--- src/hw/rtl/rgb_3x3_kernel_filter_assert.svh ---
// Assertion macros shared by the filter modules.
`ifndef RGB_3X3_KERNEL_FILTER_ASSERT_SVH
`define RGB_3X3_KERNEL_FILTER_ASSERT_SVH
`ifndef SYNTH
`define ASSERT_IMPL(label, clk, rst_n, ante, cons) \
  label: assert property (@(posedge clk) disable iff (!rst_n) (ante) |-> (cons)) \
    else $error("assertion failed");
`define ASSERT_NEXT(label, clk, rst_n, ante, cons) \
  label: assert property (@(posedge clk) disable iff (!rst_n) (ante) |=> (cons)) \
    else $error("assertion failed");
`else
`define ASSERT_IMPL(label, clk, rst_n, ante, cons)
`define ASSERT_NEXT(label, clk, rst_n, ante, cons)
`endif
`endif

--- src/hw/rtl/r3kf_pkg.sv ---
// Package with types, constants and kernel arithmetic for the filter.
`timescale 1ns / 1ps
package r3kf_pkg;
  localparam int DEF_MAX_WIDTH = 2048;
  localparam int ROW_W = 12;
  localparam int COL_W = 11;
  localparam int PX_W = 24;
  localparam int QDEPTH = 4;

  localparam logic [2:0] REG_WIDTH = 3'd0;
  localparam logic [2:0] REG_HEIGHT = 3'd1;
  localparam logic [2:0] REG_LEFT = 3'd2;
  localparam logic [2:0] REG_RIGHT = 3'd3;
  localparam logic [2:0] REG_TOP = 3'd4;
  localparam logic [2:0] REG_BOTTOM = 3'd5;
  localparam logic [2:0] REG_MODE = 3'd6;

  localparam logic [1:0] MODE_EDGE = 2'd0;
  localparam logic [1:0] MODE_SHARPEN = 2'd1;
  localparam logic [1:0] MODE_BOX = 2'd2;
  localparam logic [1:0] MODE_GAUSS = 2'd3;

  typedef struct packed {
    logic [11:0] frame_width;
    logic [12:0] frame_height;
    logic [11:0] sel_left;
    logic [11:0] sel_right;
    logic [12:0] sel_top;
    logic [12:0] sel_bottom;
    logic [1:0]  kernel_mode;
  } cfg_t;

  typedef struct packed {
    logic            emit_win;
    logic            emit_mid;
    logic            emit_bot;
    logic            filt;
    logic [ROW_W-1:0] row;
    logic [COL_W-1:0] col;
    logic [PX_W-1:0] w00, w01, w02, w10, w11, w12, w20, w21, w22;
  } job_t;

  function automatic logic [7:0] ch(input logic [PX_W-1:0] px, input int k);
    ch = px[16 - 8 * k +: 8];
  endfunction

  function automatic logic [7:0] clamp(input logic signed [12:0] v);
    if (v < 0) clamp = 8'd0;
    else if (v > 13'sd255) clamp = 8'd255;
    else clamp = v[7:0];
  endfunction
endpackage

--- src/hw/rtl/r3kf_queue.sv ---
// Short queue of classified requests between the front and back ends.
`timescale 1ns / 1ps
module r3kf_queue (
  input  logic           clk,
  input  logic           rst_n,
  input  logic           wr_valid,
  output logic           wr_ready,
  input  r3kf_pkg::job_t wr_data,
  output logic           rd_valid,
  input  logic           rd_ready,
  output r3kf_pkg::job_t rd_data
);
  import r3kf_pkg::*;
  localparam int PW = $clog2(QDEPTH);
  job_t mem_r [QDEPTH];
  logic [PW-1:0] wp_r, rp_r;
  logic [PW:0] cnt_r;
  logic wr, rd;

  assign wr_ready = cnt_r != (PW+1)'(QDEPTH);
  assign rd_valid = cnt_r != '0;
  assign wr = wr_valid && wr_ready;
  assign rd = rd_valid && rd_ready;
  assign rd_data = mem_r[rp_r];

  always_ff @(posedge clk) begin
    if (wr) mem_r[wp_r] <= wr_data;
  end

  always_ff @(posedge clk) begin
    if (!rst_n) begin
      wp_r <= '0;
      rp_r <= '0;
      cnt_r <= '0;
    end else begin
      if (wr) wp_r <= wp_r + 1'b1;
      if (rd) rp_r <= rp_r + 1'b1;
      cnt_r <= cnt_r + (PW+1)'(wr) - (PW+1)'(rd);
    end
  end

  `include "rgb_3x3_kernel_filter_assert.svh"
  `ASSERT_NEXT(a_cnt, clk, rst_n, wr && !rd, cnt_r == $past(cnt_r) + 1'b1)
  `ASSERT_IMPL(a_bound, clk, rst_n, 1'b1, cnt_r <= (PW+1)'(QDEPTH))
  `ASSERT_IMPL(a_empty, clk, rst_n, cnt_r == '0, wp_r == rp_r)
endmodule

--- config.mk ---
export PLATFORM = sky130hd
export DESIGN_NAME = r3kf_queue
export DESIGN_NICKNAME = d
export VERILOG_FILES = /design/src/hw/rtl/r3kf_pkg.sv /design/src/hw/rtl/r3kf_queue.sv
export VERILOG_INCLUDE_DIRS = /design/src /design/src/hw/rtl
export SDC_FILE = /design/constraint.sdc
export NUM_CORES = 1
export LEC_CHECK = 0
export BUFFER_PORTS_ARGS = -buffer_cell sky130_fd_sc_hd__buf_4
export CORE_MARGIN = 2
export CORE_UTILIZATION = 55
export DETAILED_ROUTE_END_ITERATION = 12
export PLACE_DENSITY_LB_ADDON = 0.12
export SYNTH_ARGS = -nofsm -noshare
export SYNTH_HDL_FRONTEND = slang
export SYNTH_SLANG_ARGS = --single-unit
--- constraint.sdc ---
create_clock -name clk -period 11 [get_ports clk]
set_clock_uncertainty 0.15 [all_clocks]
set_input_delay 2.2 -clock clk [delete_from_list [all_inputs] [get_ports clk]]
set_output_delay 2.2 -clock clk [all_outputs]
set_load 0.1 [all_outputs]
==> summary.md <==
| Metric | Value |
|---|---|
| Register bit count reported by yosys | 981 |
| Count of final max-slew check failures | 0 |
| Clock latency on the worst-skew pair | 0.64 ns |
| Clock transition at path regs | 0.06 ns |
| Dpl hpwl | 42.7 mm |
| Routed vias | 15821 |
| Count of unique library cells instantiated by Yosys | 19 |
| Slew margin rel. | 30.7% |
| # resized after CTS | 0 |
| Count of endpoints failing setup in the final report | 0 |
| Most used cell along the critical path | buf_4 |
| Final critical path time including I/O delays and setup | 6.12 ns |
| Commonest cells after routing, fill and taps aside | edfxtp_1 (972), buf_4 (504), mux4_2 (243), clkbuf_16 (98), clkbuf_1 (21) |
| Path type of the worst min-delay path | reg -> reg |
| DRC | 0 |
| CP Buf/Inv Count | 3 |
| Worst-case reg-to-reg path depth | 5 |
| GRT Resource Usage Total | 21.3% |
| Final clock period utilization by the worst path | 55.6% |
| Ratio of cells with drive above 1 in the final layout | 45.9% |
| Count of nets left with antenna violations after detail routing | 0 |
| Slowest cell on crit path | buf_4 |
| Placement row count | 93 |
| Cell taking the most area after synthesis | edfxtp_1 |
| Per-instance average area after synthesis | 27.0 um2 |
| Die span in y | 258 um |
| Clock tree from TritonCTS | done |
| Cell depth of the worst min-delay path | 2 |
| Reg2reg end | mem_r[0][237]$_DFFE_PP_ |
| Leakage | 14.3 nW |
| Measured slew at the worst slew-check pin | 1.04 ns |
| Crit path max-delay family | buffers and inverters |
| Critical path cell sequence | buf_12 -> buf_4 -> mux4_2 -> buf_4 |
| Routed WL per cell | 25.1 um |
| DR vias/cell | 5.63 |
| Outcome | completed |
| Setup repair after global routing missed its margin | false |
| Top achievable clock speed | 0.163 GHz |
| Number of post-CTS setup repair buffers | 0 |
| Initial antenna violation count | 16 |
| Hold Crit Endpoint | wp_r[1]$_SDFFE_PN0P_ |
| Synthesized netlist net count | 1571 |
| Port Buffers | 491 |
| Share of synthesized area occupied by flip-flops and latches | 82.7% |
| Critical path required time | 8.65 ns |
| Kind of start point of the critical path | flop |
| Power density of the placed cells | 296 nW/um2 |
| Number of violations of the max-capacitance limit | 0 |
| Combined area of all synthesized cells | 35500 um2 |
| WS Path Type | reg -> out |
| Routability congestion estimate from global placement | 0.748 |
| Hold Buf Count CTS | 0 |
| Inserted Clock Buffers | 96 |
| Share of the synthesized area in the top cell type | 82.2% |
| Wire length of the first global-routing pass | 105 mm |
| Effective utilization at floorplan | 55.4% |
| Min-delay src | wp_r[1]$_SDFFE_PN0P_ |
| Worst reg-to-reg setup slack | 7.29 ns |
| I/O pin total | 492 |
| Max H-tree Level | 3 |
| Biggest fanout along the worst timing path | 139 |
| Crit path largest cell delay | 0.89 ns |
| Clock root cell | clkbuf_16 |
| Max clock buf depth | 3 |
| IR Drop Worst-Case VDD | 211 uV |
| Remaining global-route overflow | 0 |
| Core area | 64100 um2 |
| Crit. End Element | output pin |
| Clock sink count | 981 |
| Iter 0 DRT Violations | 1070 |
| Maximum number of pins on one net before global-route repair | 140 |
| Routed WL | 70.7 mm |
| Worst flop-to-flop path startpoint | cnt_r[1]$_SDFF_PN0_ |
| Die area | 66600 um2 |
| Vias in the first global route | 16724 |
| Die X-Extent | 258 um |
| Count of synthesis-stage warnings from yosys | 0 |
| Arrival time worst endpoint | 3.77 ns |
| Final hold violation count | 0 |
| Instance count of the mapped netlist | 1317 |
| Post-layout net count | 2123 |
| Ranking of synthesized cells by area | edfxtp_1 (82%), mux4_2 (15%), buf_6 (0.60%), dfxtp_1 (0.51%), buf_2 (0.38%) |
| Router iterations before antenna repair | 5 |
| Finished Core Util | 67.3% |
| Commonest non-fill, non-tap cell in the layout | edfxtp_1 |
| Setup total negative slack | 0 ns |
| Area growth from synthesis to final layout | 21.5% |
-- worst min-delay path, stage by stage (launching register included) --
cell and delay (ns):
dfxtp_1 0.34, nand2_1 0.07, mux2i_1 0.05
-- cells in the mapped netlist --
cell and count:
or3_1 1, xnor2_1 4, nand2_1 5, and2_1 7, fa_1 1, inv_1 5
o31a_1 1, o311ai_0 1, a21boi_1 1, nor2_1 1, clkbuf_1 9, edfxtp_1 972
mux2i_1 2, dfxtp_1 9, nor2b_1 3, buf_6 19, ha_1 6, mux4_2 243
buf_2 27
-- final cells by class --
| class | instances | area (um2) |
|---|---|---|
| Clock buffer | 123 | 2590 |
| Multi-Input combinational cell | 276 | 5750 |
| Timing Repair Buffer | 509 | 3880 |
| Inverter | 5 | 18.8 |
| Clock inverter | 54 | 444 |
| Sequential cell | 981 | 29400 |
| Fill cell | 4055 | 21000 |
| Tap cell | 855 | 1070 |
| Antenna cell | 9 | 22.5 |
-- cell families after synthesis --
| logic type | after synthesis | share of synthesized area (%) |
|---|---|---|
| multiplexers | 245 | 15.5 |
| AND/OR/NAND/NOR | 17 | 0.257 |
| AO/OA/AOI/OAI | 3 | 0.0705 |
| flip-flops | 981 | 82.7 |
| adder cells (fa/ha/maj) | 7 | 0.268 |
| XOR/XNOR | 4 | 0.0987 |
| buffers and inverters | 60 | 1.13 |
-- sequential cells by signal (all words and copies together), names as in the netlist, named ones only --
register,cells
wp_r,2
mem_r,972
rp_r,2
cnt_r,3
-- report_power, final --
| part | internal, W | total [W] | switching [W] | leakage [nW] |
|---|---|---|---|---|
| registers | 0.00453 | 0.00465 | 0.000115 | 8.98 |
| logic | 0.00119 | 0.00503 | 0.00384 | 3.88 |
| clock network | 0.00178 | 0.00310 | 0.00132 | 1.47 |
| total | 0.00750 | 0.0128 | 0.00527 | 14.3 |
-- worst max-delay path by stage --
stage              from                    end  slack, ns  cells past startpoint
6_report           flop           rd_data[169]       4.88                      4
5_1_grt            flop           rd_data[132]       4.70                      4
4_1_cts            flop           rd_data[209]       4.75                      4
3_5_place_dp       flop           rd_data[169]       5.46                      4
3_3_place_gp       flop           rd_data[217]       5.45                      4
2_1_floorplan  wr_valid  mem_r[0][0]$_DFFE_PP_       2.07                      2
-- metal layers --
| metal | up-vias | routed length (um) | global-route usage, % |
|---|---|---|---|
| li1 | 6855 | - | - |
| met1 | 8360 | 26700 | 27.5 |
| met2 | 482 | 35600 | 34.0 |
| met3 | 108 | 6760 | 7.97 |
| met4 | 16 | 1590 | 7.05 |
| met5 | - | 94 | 0 |
-- stage by stage --
stage / setup slack [ns] / instances / instance area, um2 / total power (W) / hold slack [ns]
after floorplan: 2.07 / 1317 / 35500 / 0.00885 / 0.318
after global placement: 5.45 / 2626 / 40100 / 0.00978 / 0.332
after detailed placement: 5.46 / 2626 / 40100 / 0.00980 / 0.346
after CTS: 4.75 / 2803 / 43100 / 0.0129 / 0.355
after global routing: 4.70 / 2810 / 43100 / 0.0132 / 0.395
final: 4.88 / 2812 / 43200 / 0.0128 / 0.354
Power figures use the tool's default switching activity.
