--- src/hw/rtl/rgb_3x3_kernel_filter_assert.svh ---
// Assertion macros shared by the filter modules.
`ifndef RGB_3X3_KERNEL_FILTER_ASSERT_SVH
`define RGB_3X3_KERNEL_FILTER_ASSERT_SVH
`ifndef SYNTH
`define ASSERT_IMPL(label, clk, rst_n, ante, cons) \
  label: assert property (@(posedge clk) disable iff (!rst_n) (ante) |-> (cons)) \
    else $error("assertion failed");
`define ASSERT_NEXT(label, clk, rst_n, ante, cons) \
  label: assert property (@(posedge clk) disable iff (!rst_n) (ante) |=> (cons)) \
    else $error("assertion failed");
`else
`define ASSERT_IMPL(label, clk, rst_n, ante, cons)
`define ASSERT_NEXT(label, clk, rst_n, ante, cons)
`endif
`endif

--- src/hw/rtl/r3kf_pkg.sv ---
// Package with types, constants and kernel arithmetic for the filter.
`timescale 1ns / 1ps
package r3kf_pkg;
  localparam int DEF_MAX_WIDTH = 2048;
  localparam int ROW_W = 12;
  localparam int COL_W = 11;
  localparam int PX_W = 24;
  localparam int QDEPTH = 4;

  localparam logic [2:0] REG_WIDTH = 3'd0;
  localparam logic [2:0] REG_HEIGHT = 3'd1;
  localparam logic [2:0] REG_LEFT = 3'd2;
  localparam logic [2:0] REG_RIGHT = 3'd3;
  localparam logic [2:0] REG_TOP = 3'd4;
  localparam logic [2:0] REG_BOTTOM = 3'd5;
  localparam logic [2:0] REG_MODE = 3'd6;

  localparam logic [1:0] MODE_EDGE = 2'd0;
  localparam logic [1:0] MODE_SHARPEN = 2'd1;
  localparam logic [1:0] MODE_BOX = 2'd2;
  localparam logic [1:0] MODE_GAUSS = 2'd3;

  typedef struct packed {
    logic [11:0] frame_width;
    logic [12:0] frame_height;
    logic [11:0] sel_left;
    logic [11:0] sel_right;
    logic [12:0] sel_top;
    logic [12:0] sel_bottom;
    logic [1:0]  kernel_mode;
  } cfg_t;

  typedef struct packed {
    logic            emit_win;
    logic            emit_mid;
    logic            emit_bot;
    logic            filt;
    logic [ROW_W-1:0] row;
    logic [COL_W-1:0] col;
    logic [PX_W-1:0] w00, w01, w02, w10, w11, w12, w20, w21, w22;
  } job_t;

  function automatic logic [7:0] ch(input logic [PX_W-1:0] px, input int k);
    ch = px[16 - 8 * k +: 8];
  endfunction

  function automatic logic [7:0] clamp(input logic signed [12:0] v);
    if (v < 0) clamp = 8'd0;
    else if (v > 13'sd255) clamp = 8'd255;
    else clamp = v[7:0];
  endfunction
endpackage

--- src/hw/rtl/r3kf_back.sv ---
// Back end: kernel arithmetic and emission of up to three results a request.
`timescale 1ns / 1ps
module r3kf_back (
  input  logic              clk,
  input  logic              rst_n,
  input  logic [1:0]        mode,
  input  logic              job_valid,
  output logic              job_ready,
  input  r3kf_pkg::job_t    job,
  output logic              out_valid,
  input  logic              out_ready,
  output logic [11:0]       out_row,
  output logic [10:0]       out_col,
  output logic [7:0]        out_red,
  output logic [7:0]        out_green,
  output logic [7:0]        out_blue,
  output logic              out_run_last
);
  import r3kf_pkg::*;
  // Stage one: registered channel sums; stage two: emission sequencer.
  logic s1_valid_r;
  job_t s1_r;
  logic signed [12:0] ed_r [3], sh_r [3];
  logic [11:0] all_r [3], ga_r [3];
  logic [2:0] pend_r, pend_nxt;
  logic [PX_W-1:0] fpx;
  logic s1_take, last_one;
  logic [2:0] pick;
  logic [7:0] bx [3];
  logic [7:0] kv [3];

  assign pend_nxt = pend_r & ~pick;
  assign last_one = pend_nxt == 3'b000;
  assign s1_take = s1_valid_r && (!out_valid || out_ready) && (pend_r == 3'b000 ? 1'b0 : last_one);
  assign job_ready = !s1_valid_r || s1_take || (s1_valid_r && pend_r == 3'b000);

  always_comb begin
    pick = 3'b000;
    if (pend_r[0]) pick = 3'b001;
    else if (pend_r[1]) pick = 3'b010;
    else if (pend_r[2]) pick = 3'b100;
  end

  always_ff @(posedge clk) begin
    if (job_valid && job_ready) begin
      s1_r <= job;
      for (int k = 0; k < 3; k++) begin
        all_r[k] <= 12'(ch(job.w00, k)) + 12'(ch(job.w01, k)) + 12'(ch(job.w02, k)) +
                    12'(ch(job.w10, k)) + 12'(ch(job.w11, k)) + 12'(ch(job.w12, k)) +
                    12'(ch(job.w20, k)) + 12'(ch(job.w21, k)) + 12'(ch(job.w22, k));
        ed_r[k] <= $signed({1'b0, 12'(ch(job.w11, k)) * 12'd9}) -
                   $signed({1'b0, 12'(ch(job.w00, k)) + 12'(ch(job.w01, k)) +
                   12'(ch(job.w02, k)) + 12'(ch(job.w10, k)) + 12'(ch(job.w11, k)) +
                   12'(ch(job.w12, k)) + 12'(ch(job.w20, k)) + 12'(ch(job.w21, k)) +
                   12'(ch(job.w22, k))});
        sh_r[k] <= $signed({1'b0, 12'(ch(job.w11, k)) * 12'd5}) -
                   $signed({1'b0, 12'(ch(job.w01, k)) + 12'(ch(job.w10, k)) +
                   12'(ch(job.w12, k)) + 12'(ch(job.w21, k))});
        ga_r[k] <= 12'(ch(job.w00, k)) + 12'(ch(job.w02, k)) + 12'(ch(job.w20, k)) +
                   12'(ch(job.w22, k)) + 12'(ch(job.w01, k)) * 12'd2 +
                   12'(ch(job.w10, k)) * 12'd2 + 12'(ch(job.w12, k)) * 12'd2 +
                   12'(ch(job.w21, k)) * 12'd2 + 12'(ch(job.w11, k)) * 12'd4 + 12'd8;
      end
    end
  end

  always_comb begin
    for (int k = 0; k < 3; k++) begin
      // round(S/9) for S up to 2295 by reciprocal multiply.
      bx[k] = 8'((({12'b0, all_r[k]} * 24'd7282) + 24'd29127) >> 16);
      case (mode)
        MODE_EDGE: kv[k] = clamp(ed_r[k]);
        MODE_SHARPEN: kv[k] = clamp(sh_r[k]);
        MODE_BOX: kv[k] = bx[k];
        MODE_GAUSS: kv[k] = ga_r[k][11:4];
        default: kv[k] = 8'd0;
      endcase
    end
    fpx = s1_r.filt ? {kv[0], kv[1], kv[2]} : s1_r.w11;
  end

  always_ff @(posedge clk) begin
    if (!rst_n) begin
      s1_valid_r <= 1'b0;
      pend_r <= 3'b000;
      out_valid <= 1'b0;
    end else begin
      if (out_valid && out_ready) out_valid <= 1'b0;
      if (s1_valid_r && pend_r != 3'b000 && (!out_valid || out_ready)) begin
        out_valid <= 1'b1;
        pend_r <= pend_nxt;
      end
      if (job_valid && job_ready) begin
        s1_valid_r <= 1'b1;
        pend_r <= {job.emit_bot, job.emit_mid, job.emit_win};
      end else if (s1_take || (s1_valid_r && pend_r == 3'b000)) begin
        s1_valid_r <= 1'b0;
      end
    end
  end

  always_ff @(posedge clk) begin
    if (s1_valid_r && pend_r != 3'b000 && (!out_valid || out_ready)) begin
      out_run_last <= last_one;
      case (pick)
        3'b001: begin
          out_row <= s1_r.row - 1'b1;
          out_col <= s1_r.col - 1'b1;
          {out_red, out_green, out_blue} <= fpx;
        end
        3'b010: begin
          out_row <= s1_r.row - 1'b1;
          out_col <= s1_r.col;
          {out_red, out_green, out_blue} <= s1_r.w12;
        end
        default: begin
          out_row <= s1_r.row;
          out_col <= s1_r.col;
          {out_red, out_green, out_blue} <= s1_r.w22;
        end
      endcase
    end
  end

  `include "rgb_3x3_kernel_filter_assert.svh"
  `ASSERT_NEXT(a_out_hold, clk, rst_n, out_valid && !out_ready, out_valid && $stable(out_col))
  `ASSERT_IMPL(a_pick, clk, rst_n, 1'b1, $onehot0(pick))
  `ASSERT_IMPL(a_pend_valid, clk, rst_n, pend_r != 3'b000, s1_valid_r)
endmodule

--- config.mk ---
export PLATFORM = sky130hd
export DESIGN_NAME = r3kf_back
export DESIGN_NICKNAME = d
export VERILOG_FILES = /design/src/hw/rtl/r3kf_pkg.sv /design/src/hw/rtl/r3kf_back.sv
export VERILOG_INCLUDE_DIRS = /design/src /design/src/hw/rtl
export SDC_FILE = /design/constraint.sdc
export NUM_CORES = 2
export LEC_CHECK = 0
export BUFFER_PORTS_ARGS = -buffer_cell sky130_fd_sc_hd__buf_4
export CAP_MARGIN = 10
export CORE_MARGIN = 3
export CORE_UTILIZATION = 44
export CTS_CLUSTER_DIAMETER = 40
export DETAILED_ROUTE_END_ITERATION = 8
export PLACE_DENSITY = 0.68
export SYNTH_ARGS = -nofsm -noshare
export SYNTH_HDL_FRONTEND = slang
export SYNTH_SLANG_ARGS = --single-unit
export TNS_END_PERCENT = 20
--- constraint.sdc ---
create_clock -name clk -period 16.7 [get_ports clk]
set_input_delay 0.835 -clock clk [delete_from_list [all_inputs] [get_ports clk]]
set_output_delay 0.835 -clock clk [all_outputs]
set_load 0.01 [all_outputs]
==> impl_metrics.yaml <==
status:
  outcome: "complete, no violations"
logic_synthesis:
  synthMuxAreaShare_pct: 0.678
  netlist_area_sq_mm: 0.0345
  synth.yosys.seq_area_share_pct: 24.6
  post_synth_inst_count: 3088
  fraction_of_the_mapped_netlist_area_in_simple_logic_gates_pct: 4.61
  synth_compound_gate_area_share_pct: 8.52
  synth_top_family_by_area: "adder cells"
  synth_cell_type_count: 84
  post_synth_fa_ha_maj_area_fraction_pct: 47.7
  synth_xor_area_share_pct: 4.97
  post_synthesis_area_per_instance_sq_um: 11.2
  ys.flop_type: "edfxtp_1"
  synth-edff-count: 279
  ys_seq_elements: 284
  synthesis_warning_total: 0
  fraction_of_registers_with_async_set_reset_pct: 0
  synth_fp_nets: 4340
placed_design:
  port_buffers: 298
  routabilityCongestion: 0.882
  placed_cell_area_sq_mm: 0.0380
  dpl.hpwl_um: 66600
worst_setup_path:
  timing.reg2reg.worst_path_depth: 23
  reg2reg_from: "all_r[0][13]"
  worstSetupStartpoint: "job[169]"
  arrival_ns: 6.85
  timing.reg2reg.setup_slack_ns: 10.70
  criticalPathCategory: "primary input to flop"
  worstReg2RegEnd: "out_green[7]"
  worst-endpoint-required_ns: 17.05
  crit_end: "ed_r[0][38]"
  path_max_fanout: 3
  critical_path.startpoint_type: "primary input"
  endpoint_kind: "flop"
worst_hold_path:
  min-delay-path-class: "primary input to flop"
finish:
  mostFrequentLayoutCells: "785 x inv_1, 522 x fa_1, 481 x ha_1, 306 x buf_4, 279 x edfxtp_1"
  postLayoutCellArea_sq_mm: 0.0401
  filler_cell_count: 6873
  final_net_count: 4678
  layout.cells.most_common: "inv_1"
  share_of_cells_above_drive_strength_1_pct: 13.0
  area_growth_syn_to_layout_pct: 16.1
sta:
  hold_viol_final: 0
  maxSlewViolCount: 0
  setup_violations: 0
  skew_ns: 0.0351
  period_minus_slack_ns: 6.50
  finalSetupTns_ns: 0
  slew_headroom_pct: 23.3
  maxClockFrequency_ghz: 0.154
  fin_crit_sh_pct: 38.9
  least_margin_pin_slew_ns: 1.15
  rsz_0062_raised_after_global_routing: "false"
floorplan:
  pin_count: 299
  floorplan.rows: 102
  die_w_um: 286
  floorplan.initialDensity_pct: 44.5
  floorplan.die_area_sq_mm: 0.0818
  core_sq_mm: 0.0776
  floorplan.die.height_um: 286
detailed_routing:
  antenna_left: 0
  detail_route.iter0.violations: 1103
  vias: 22400
  vias_per_cell: 4.96
  drcViolationCount: 0
  drt_wl_total_um: 79300
  drt_pre_antenna_iters: 5
  avgRoutedWirePerCell_um: 17.6
clock_tree:
  cts_tree: "yes"
  cts_root_buf: "clkbuf_16"
  htreeDepth: 2
  clk_pin_slew_ns: 0.06
  cts_hold_buffers: 0
  worstSkewPairLatency_ns: 0.63
  cts.repair_timing.setup_buffer_count: 0
  cts.path.max_buffers: 3
  cts_num_sinks: 284
  cts-buffers-inserted: 59
  number_of_cells_upsized_or_downsized_after_cts: 0
global_route:
  maximum_number_of_pins_on_one_net_before_global_route_repair: 115
  grt_util_all_layers_pct: 20.0
  antenna_found_initial: 3
  first_pass_grt_wire_length_um: 128000
  grt_overflow_total: 0
  first_global_vias: 24000
run:
  cap_violations: 0
## layout make-up
type | instances | area [sq um] | share of cell area, %
inverters | 786 | 2960 | 7.38
repair buffers | 306 | 2300 | 5.74
multi-input cells | 1989 | 23000 | 57.4
flip-flops and latches | 284 | 8480 | 21.2
clock inverters | 52 | 562 | 1.40
well taps | 1040 | 1300 | 3.25
diodes | 1 | 2.50 | 0.00625
clock buffers | 60 | 1480 | 3.70
## state kept, by name, indices dropped and copies added, names as in the netlist
signal        count
out_row          12
s1_r             96
all_r            36
sh_r             36
out_green         8
out_valid         1
out_red           8
out_run_last      1
ga_r             24
out_col          11
ed_r             39
s1_valid_r        1
pend_r            3
out_blue          8
## critical path: stages
cell and delay, ns:
buf_4 0.15, fa_1 0.47, fa_1 0.56, inv_1 0.06, fa_1 0.48, fa_1 0.48, inv_1 0.04, ha_1 0.21
fa_1 0.46, a21oi_1 0.17, nor2_1 0.05, nor2_1 0.15, xnor2_1 0.16, inv_1 0.07, ha_1 0.27, ha_1 0.28
inv_1 0.05, fa_1 0.50, inv_1 0.04, ha_1 0.32, inv_1 0.07, o21bai_1 0.08, a21oi_1 0.22, o21ai_0 0.15
o41ai_1 0.37, xnor2_1 0.12
## through the flow
step	cells	hold WS (ns)	setup WS [ns]	util (%)
floorplan	3088	0.503	9.83	-
global placement	4405	0.530	9.70	49.0
detailed placement	4405	0.532	9.58	49.0
CTS	4517	0.349	10.23	51.6
global route	4517	0.373	9.90	51.6
finish	4518	0.390	10.20	51.6
## synth_stat cells (all sizes together) (17+ instances only)
| master | count | share of area (%) |
|---|---|---|
| nand2 | 89 | 0.98 |
| a221oi | 17 | 0.50 |
| nor2b | 18 | 0.33 |
| o21ai | 89 | 1.3 |
| nand2b | 23 | 0.42 |
| fa | 522 | 30 |
| o21bai | 50 | 1.1 |
| nor2 | 85 | 0.93 |
| clkbuf | 23 | 0.28 |
| xnor2 | 136 | 3.5 |
| a21oi | 144 | 2.1 |
| a21o | 42 | 0.91 |
| mux2i | 20 | 0.58 |
| nand3 | 27 | 0.39 |
| edfxtp | 279 | 24 |
| ha | 481 | 17 |
| xor2 | 59 | 1.5 |
| inv | 786 | 8.5 |
## how the worst min path moves through the flow
| stage | start | to | slack (ns) | cells past startpoint |
|---|---|---|---|---|
| detailed placement | s1_r[105] | out_green[1] | 0.53 | 1 |
| floorplan | pend_r[2] | pend_r[2] | 0.50 | 2 |
| finish | job[239] | s1_r[239] | 0.39 | 1 |
| global route | job[230] | s1_r[230] | 0.37 | 1 |
| global placement | s1_r[105] | out_green[1] | 0.53 | 1 |
| CTS | job[239] | s1_r[239] | 0.35 | 1 |
## metal layers
layer	vias to the layer above	wire length, um	GRT usage, %
met5	-	23	0
met1	11100	35400	27.5
met3	115	4450	3.37
met2	512	37700	33.2
li1	10700	-	-
met4	4	1740	4.52
## kinds of logic (layout without fill, tap and decap cells)
kind of cell    count (synthesis)  after routing
mux                            23             23
xor+xnor                      195            195
flops                         284            284
fa+ha+maj                    1004           1004
simple gates                  320            320
compound gates                447            447
buf+inv                       815           1204
other cells                     0              1
Power is left out: the tool's default activity adds up to more than one toggle a clock period on the data nets, which glitch-free logic cannot reach.
